--- src/ffcrc_pkg.sv ---
// shared types, constants and crc function for the delimited frame checker
package ffcrc_pkg;

	localparam logic [7:0]  FLAG_BYTE = 8'hFF;
	localparam logic [7:0]  ESC_BYTE  = 8'hFE;
	localparam logic [7:0]  ESC_ZERO  = 8'h00;
	localparam logic [7:0]  ESC_ONE   = 8'h01;
	localparam logic [15:0] CRC_POLY  = 16'hA001;
	localparam logic [8:0]  COUNT_MAX = 9'd511;

	typedef enum logic [1:0] {
		KIND_PAYLOAD = 2'd0,
		KIND_GOOD    = 2'd1,
		KIND_CRC_ERR = 2'd2,
		KIND_LEN_ERR = 2'd3
	} kind_t;

	// per-frame body tracking state
	typedef struct packed {
		logic [8:0]  count;
		logic [7:0]  len;
		logic [15:0] crc;
		logic [15:0] rx_crc;
	} body_state_t;

	// decoded unstuffing result for one raw byte
	typedef struct packed {
		logic       close;
		logic       esc_next;
		logic       take0;
		logic [7:0] byte0;
		logic       take1;
		logic [7:0] byte1;
	} unstuff_t;

	// reflected crc-16, one byte, lsb first
	function automatic logic [15:0] crc16_byte(input logic [15:0] crc, input logic [7:0] b);
		logic [15:0] c;
		c = crc ^ {8'h00, b};
		for (int k = 0; k < 8; k++) begin
			if (c[0]) begin
				c = (c >> 1) ^ CRC_POLY;
			end else begin
				c = c >> 1;
			end
		end
		return c;
	endfunction

endpackage

--- src/ffcrc_unstuff.sv ---
// byte unstuffing decoder: turns one raw byte into zero, one or two body bytes
module ffcrc_unstuff (
	input  logic                escape,
	input  logic [7:0]          raw,
	output ffcrc_pkg::unstuff_t us
);

	always_comb begin
		us.close    = 1'b0;
		us.esc_next = 1'b0;
		us.take0    = 1'b0;
		us.byte0    = ffcrc_pkg::ESC_BYTE;
		us.take1    = 1'b0;
		us.byte1    = raw;
		if (raw == ffcrc_pkg::FLAG_BYTE) begin
			// pending escape at close is a literal 0xfe
			us.close = 1'b1;
			us.take0 = escape;
		end else if (escape) begin
			us.take0 = 1'b1;
			case (raw)
				ffcrc_pkg::ESC_ZERO: us.byte0 = ffcrc_pkg::ESC_BYTE;
				ffcrc_pkg::ESC_ONE:  us.byte0 = ffcrc_pkg::FLAG_BYTE;
				ffcrc_pkg::ESC_BYTE: us.esc_next = 1'b1;
				default:             us.take1 = 1'b1;
			endcase
		end else if (raw == ffcrc_pkg::ESC_BYTE) begin
			us.esc_next = 1'b1;
		end else begin
			us.take0 = 1'b1;
			us.byte0 = raw;
		end
	end

endmodule

--- src/ffcrc_body.sv ---
// one body byte step: count, length capture, crc update, received crc capture
module ffcrc_body (
	input  ffcrc_pkg::body_state_t st,
	input  logic                   take,
	input  logic [7:0]             b,
	output ffcrc_pkg::body_state_t st_next,
	output logic                   emit
);

	logic [8:0] lenp2;

	assign lenp2 = {1'b0, st.len} + 9'd2;

	always_comb begin
		st_next = st;
		emit    = 1'b0;
		if (take) begin
			if (st.count != ffcrc_pkg::COUNT_MAX) begin
				st_next.count = st.count + 9'd1;
			end
			if (st.count < lenp2) begin
				if (st.count == 9'd1) begin
					st_next.len = b;
				end
				st_next.crc = ffcrc_pkg::crc16_byte(st.crc, b);
				emit        = 1'b1;
			end else if (st.count == lenp2) begin
				st_next.rx_crc[15:8] = b;
			end else if (st.count == lenp2 + 9'd1) begin
				st_next.rx_crc[7:0] = b;
			end
		end
	end

endmodule

--- src/ff_delimited_frame_crc_checker_top.sv ---
// top level of the 0xff delimited, byte stuffed frame checker with crc-16
//
// channel  | handshake           | payload
// rx       | rx_valid, rx_ready   | rx_byte
// res      | res_valid, res_ready | data_byte, kind, payload_count, frame_end
//
// one raw byte per cycle unless res stalls: input register, unstuff/crc logic, result register
// res_valid is registered behind the input register; two chained crc byte steps set the path
// a literal escape yields two payload bytes, the second goes out with the next non-flag raw byte
// arst_n clears all frame state; no clearing pass
// a stall on res holds the result register and backs up into rx_ready
module ff_delimited_frame_crc_checker_top (
	input  logic       clk,
	input  logic       arst_n,
	input  logic       rx_valid,
	output logic       rx_ready,
	input  logic [7:0] rx_byte,
	output logic       res_valid,
	input  logic       res_ready,
	output logic [7:0] data_byte,
	output logic [1:0] kind,
	output logic [8:0] payload_count,
	output logic       frame_end
);

	logic                   valid_s1;
	logic [7:0]             byte_s1;
	logic                   in_frame_q, prev_ff_q, esc_q, hold_valid_q;
	logic [7:0]             hold_byte_q;
	ffcrc_pkg::body_state_t st_q;
	logic                   res_valid_q;
	logic [7:0]             data_q;
	ffcrc_pkg::kind_t       kind_q;
	logic [8:0]             count_q;
	logic                   end_q;

	logic                   advance, step, is_flag, opening, active, esc_cur, hold_cur, close;
	ffcrc_pkg::body_state_t base_st, st0, st1;
	ffcrc_pkg::unstuff_t    us;
	logic                   emit0, emit1, n_any, n_two, emit_any;
	logic [7:0]             item0, item1;
	logic [8:0]             lenp2, lenp4, end_count;
	ffcrc_pkg::kind_t       end_kind;
	logic [7:0]             res_data;
	ffcrc_pkg::kind_t       res_kind;

	assign advance  = !res_valid_q || res_ready;
	assign rx_ready = !valid_s1 || advance;
	assign step     = valid_s1 && advance;

	assign is_flag  = (byte_s1 == ffcrc_pkg::FLAG_BYTE);
	assign opening  = !in_frame_q && !is_flag && prev_ff_q;
	assign active   = in_frame_q || opening;
	assign esc_cur  = opening ? 1'b0 : esc_q;
	assign hold_cur = opening ? 1'b0 : hold_valid_q;
	assign base_st  = opening ? '0 : st_q;
	assign close    = active && us.close;

	ffcrc_unstuff u_unstuff (
		.escape (esc_cur),
		.raw    (byte_s1),
		.us     (us)
	);

	ffcrc_body u_body0 (
		.st      (base_st),
		.take    (active && us.take0),
		.b       (us.byte0),
		.st_next (st0),
		.emit    (emit0)
	);

	ffcrc_body u_body1 (
		.st      (st0),
		.take    (active && us.take1),
		.b       (us.byte1),
		.st_next (st1),
		.emit    (emit1)
	);

	assign n_any = emit0 || emit1;
	assign n_two = emit0 && emit1;
	assign item0 = emit0 ? us.byte0 : us.byte1;
	assign item1 = us.byte1;

	assign lenp2 = {1'b0, st1.len} + 9'd2;
	assign lenp4 = {1'b0, st1.len} + 9'd4;
	assign end_count = (st1.count > lenp2) ? lenp2 : st1.count;

	always_comb begin
		if (st1.count != lenp4) begin
			end_kind = ffcrc_pkg::KIND_LEN_ERR;
		end else if (st1.crc == st1.rx_crc) begin
			end_kind = ffcrc_pkg::KIND_GOOD;
		end else begin
			end_kind = ffcrc_pkg::KIND_CRC_ERR;
		end
	end

	assign emit_any = close || (active && (hold_cur || n_any));
	assign res_data = close ? 8'h00 : (hold_cur ? hold_byte_q : item0);
	assign res_kind = close ? end_kind : ffcrc_pkg::KIND_PAYLOAD;

	always_ff @(posedge clk or negedge arst_n) begin
		if (!arst_n) begin
			valid_s1 <= 1'b0;
		end else if (rx_valid && rx_ready) begin
			valid_s1 <= 1'b1;
		end else if (advance) begin
			valid_s1 <= 1'b0;
		end
	end

	always_ff @(posedge clk) begin
		if (rx_valid && rx_ready) begin
			byte_s1 <= rx_byte;
		end
	end

	always_ff @(posedge clk or negedge arst_n) begin
		if (!arst_n) begin
			in_frame_q   <= 1'b0;
			prev_ff_q    <= 1'b0;
			esc_q        <= 1'b0;
			hold_valid_q <= 1'b0;
			hold_byte_q  <= 8'h00;
			st_q         <= '0;
		end else if (step) begin
			if (!in_frame_q && is_flag) begin
				prev_ff_q <= 1'b1;
			end else if (active) begin
				st_q <= st1;
				if (close) begin
					in_frame_q   <= 1'b0;
					prev_ff_q    <= 1'b1;
					esc_q        <= 1'b0;
					hold_valid_q <= 1'b0;
				end else begin
					in_frame_q <= 1'b1;
					prev_ff_q  <= 1'b0;
					esc_q      <= us.esc_next;
					if (hold_cur) begin
						// held item leaves now, the newest item takes its place
						hold_valid_q <= n_any;
						hold_byte_q  <= item0;
					end else begin
						hold_valid_q <= n_two;
						hold_byte_q  <= item1;
					end
				end
			end
		end
	end

	always_ff @(posedge clk or negedge arst_n) begin
		if (!arst_n) begin
			res_valid_q <= 1'b0;
		end else if (advance) begin
			res_valid_q <= step && emit_any;
		end
	end

	always_ff @(posedge clk) begin
		if (step && emit_any) begin
			data_q  <= res_data;
			kind_q  <= res_kind;
			count_q <= close ? end_count : 9'd0;
			end_q   <= close;
		end
	end

	assign res_valid     = res_valid_q;
	assign data_byte     = data_q;
	assign kind          = kind_q;
	assign payload_count = count_q;
	assign frame_end     = end_q;

	a_end_data_zero: assert property (@(posedge clk) disable iff (!arst_n)
		res_valid && frame_end |-> data_byte == 8'h00)
		else $error("end item carries nonzero data");

	a_payload_fields: assert property (@(posedge clk) disable iff (!arst_n)
		res_valid && !frame_end |-> kind == ffcrc_pkg::KIND_PAYLOAD && payload_count == 9'd0)
		else $error("payload item with end fields");

	a_good_count: assert property (@(posedge clk) disable iff (!arst_n)
		res_valid && frame_end && kind == ffcrc_pkg::KIND_GOOD |-> payload_count >= 9'd2)
		else $error("good frame with too few payload bytes");

	a_hold_in_frame: assert property (@(posedge clk) disable iff (!arst_n)
		hold_valid_q |-> in_frame_q)
		else $error("held payload byte outside a frame");

endmodule

--- config.mk ---
export PLATFORM = sky130hd
export DESIGN_NAME = ff_delimited_frame_crc_checker_top
export DESIGN_NICKNAME = d
export VERILOG_FILES = /design/src/ffcrc_pkg.sv /design/src/ffcrc_unstuff.sv /design/src/ffcrc_body.sv /design/src/ff_delimited_frame_crc_checker_top.sv
export SDC_FILE = /design/constraint.sdc
export NUM_CORES = 1
export LEC_CHECK = 0
export BUFFER_PORTS_ARGS = -buffer_cell sky130_fd_sc_hd__buf_2
export CAP_MARGIN = 10
export CORE_UTILIZATION = 25
export CTS_BUF_LIST = sky130_fd_sc_hd__clkbuf_8 sky130_fd_sc_hd__clkbuf_16
export CTS_CLUSTER_SIZE = 16
export DETAILED_ROUTE_END_ITERATION = 12
export PLACE_DENSITY = 0.46
export SLEW_MARGIN = 40
export SYNTH_ARGS = -nofsm -noshare
export SYNTH_HDL_FRONTEND = slang
export SYNTH_SLANG_ARGS = --single-unit
--- constraint.sdc ---
create_clock -name clk -period 24.5 [get_ports clk]
set_input_delay 3.675 -clock clk [delete_from_list [all_inputs] [get_ports clk]]
set_output_delay 3.675 -clock clk [all_outputs]
set_load 0.005 [all_outputs]
==> flow_metrics.py <==
metrics = {
    "timing": {
        "period_share_pct": 52.0,
        "hold_ws_ns": 0.484,
        "period_minus_slack_ns": 12.73,
        "rsz0062_at_grt": "no",
        "final-hold-violation-count": 0,
        "setup_viol": 0,
        "slew_viol_final": 0,
        "setup-tns-final_ns": 0,
        "clock.fmax_ghz": 0.0786,
        "skew_ns": 0.00681,
        "worst_pin_slew_ns": 0.791,
        "slew_headroom_pct": 47.2,
    },
    "floorplanning": {
        "fp.dieH_microns": 195,
        "die_x_microns": 195,
        "io_pins": 34,
        "start_util_pct": 25.4,
        "dieArea_sq_mm": 0.0381,
        "core_area_sq_mm": 0.0367,
        "row_count": 70,
    },
    "routing": {
        "vias": 8554,
        "initialDrtViolationCount": 614,
        "firstDrtPassIters": 5,
        "wl_microns": 33700,
        "wl_per_cell_microns": 21.2,
        "drc": 0,
        "ant_nets": 0,
        "vias_per_cell": 5.37,
    },
    "clock_network": {
        "cts_tree": "built",
        "cts_sinks": 91,
        "clkLatencyLatePin_ns": 0.36,
        "root_buffer": "clkbuf_16",
        "clock_path_buffers": 2,
        "ctsHoldBuffers": 0,
        "numCtsBuffers": 9,
        "post_cts_buffers": 0,
        "cts.htree.levels": 3,
        "cts_resized": 0,
        "clkTransAtPathRegs_ns": 0.07,
    },
    "critical_path": {
        "slowest_delay_ns": 0.77,
        "cp_max_fo": 62,
        "worstPathRequired_ns": 24.70,
        "worstSetupPathType": "flop to flop",
        "r2r-start": "byte_s1[1]",
        "arrival_ns": 12.93,
        "critPathSlowestCell": "or4_1",
        "cp-start-kind": "flop",
        "path_common_cell": "ha_1",
        "critPathLaunch": "byte_s1[1]",
        "crit_path_end_kind": "flop",
    },
    "synth": {
        "synth.distinct_cells": 100,
        "netlist_area_sq_mm": 0.00934,
        "yosys_register_bits": 91,
        "synth_edf_count": 28,
        "syn_avg_cell_area_sq_um": 8.26,
        "async_reset_ff_share_pct": 69.2,
        "synthFlopType": "dfrtp_1",
        "syn_nets": 1181,
        "synthCells": 1130,
        "ys_warn_count": 0,
        "synth_seq_area_share_pct": 25.9,
    },
    "pwr": {
        "combPwrFrac_pct": 48.1,
        "seq_power_share_pct": 30.1,
        "swShare_pct": 42.7,
        "peakVddDrop_v": 0.0000349,
        "p_int_uw": 362,
        "finalPower_uw": 631,
        "power.switching_uw": 269,
        "clkPwrFrac_pct": 21.8,
        "p_per_area_mw_per_mm2": 61.9,
        "leakagePower_nw": 4.03,
    },
    "cells_and_area": {
        "final_area_sq_mm": 0.0102,
        "final_common_cell": "nand2_1",
        "multi_input_comb_area_sq_mm": 0.00642,
        "nFillCells": 3963,
        "final_cell_mix": "nand2_1, o21ai_0, nor2_1",
        "seq_area_sq_mm": 0.00242,
        "final_nets": 1170,
        "syn2layout_area_growth_pct": 9.18,
        "drive_gt1_share_pct": 13.4,
        "fin_cells": 1592,
        "antenna_cells": 0,
    },
    "worst_hold_path": {
        "hp-start": "st_q[5]",
        "hold_class": "flop to flop",
    },
    "global_route": {
        "grt_pass1_vias": 8395,
        "grt-ovfl-total": 0,
        "grt_pass1_wl_microns": 52200,
        "grt_max_degree": 65,
        "antenna_found_initial": 0,
        "grtUsageTotal_pct": 18.0,
    },
    "place": {
        "gp_congestion": 0.948,
        "dp_hpwl_microns": 25200,
        "dpl-instance-area_sq_mm": 0.00991,
        "dp.cells": 1576,
        "numPortBuffers": 33,
    },
    "job": {
        "cap_viol_max_count": 0,
    },
    "status": {
        "outcome": "finished, final reports clean",
    },
}
## critical path, delay by kind of cell, from the launching register on
kind                       cells  cell delay (ns)
and+or+nand+nor               17             4.71
AOI/OAI and AO/OA             14             2.78
adders and majority gates      6             2.22
buffers and inverters          5             1.31
muxes                          2             0.66
xor gates and xnor gates       2             0.54
DFF                            1             0.32
## cells by family after synthesis
logic type | synth area share [%]
and+or+nand+nor | 21.2
AOI/OAI and AO/OA | 24.7
buffers and inverters | 5.83
xor gates and xnor gates | 11.1
DFF | 25.9
muxes | 6.03
adders and majority gates | 5.23
## registers in the layout, summed over array words and instances, names as in the netlist, 2 cells and up
name,flops
data_byte,8
payload_count,9
byte_s1,8
kind,2
hold_byte_q,8
st_q,49
## synthesized netlist by cell type (13+ instances only)
library cell / number / share of area (%)
clkbuf_1: 47 / 1.9
nor3_1: 16 / 0.86
xnor2_1: 70 / 6.6
o21ai_0: 89 / 4.8
nand2b_1: 16 / 1.1
o21a_1: 15 / 1.2
nand4_1: 18 / 1.2
edfxtp_1: 28 / 9.0
xor2_1: 30 / 2.8
nand2_1: 140 / 5.6
nor2_1: 75 / 3.0
mux2_2: 15 / 1.8
dfrtp_1: 63 / 17
a21o_1: 13 / 1.0
a21oi_1: 65 / 3.5
inv_1: 41 / 1.6
mux2i_1: 29 / 3.1
o211ai_1: 17 / 1.4
ha_1: 39 / 5.2
nand3_1: 36 / 1.9
## worst paths after layout
check,cells past startpoint,slack [ns],endpoint
setup / recovery,46,11.77,payload_count[7]
hold / removal,2,0.48,st_q[5]
setup reg to reg,46,11.77,payload_count[7]
hold reg to reg,2,0.48,st_q[5]
max in group asynchronous,2,20.64,st_q[40]
min in group asynchronous,2,3.42,st_q[1]
## area by class of cell
class | count | share of cell area (%)
tap | 468 | 5.74
clock buffer | 10 | 2.34
inverter | 43 | 1.58
sequential | 91 | 23.7
multi-input combinational | 919 | 62.9
timing repair buffer | 55 | 3.28
clock inverter | 6 | 0.405
## power groups by stage
stage                     sequential (mW)  clock (mW)  combinational (mW)
after global placement              0.192           0               0.300
final                               0.190       0.138               0.304
after detailed placement            0.192           0               0.303
after CTS                           0.189       0.143               0.304
after global routing                0.192       0.148               0.332
after floorplan                     0.186           0               0.225
## per-stage QoR
stage          util [%]  worst slack, ns
2_1_floorplan         -            13.61
3_3_place_gp       27.0            11.96
3_5_place_dp       27.0            11.95
4_1_cts            27.8            11.87
5_1_grt            27.8            10.62
6_report           27.8            11.77
## metal layers
metal,vias up,part of all wire (%),GRT usage (%)
li1,4086,-,-
met1,4156,45,23.4
met2,254,47,30.1
met3,58,4.3,2.42
met4,0,3.5,6.74
met5,-,0,0
(Power assumes the default switching activity.)
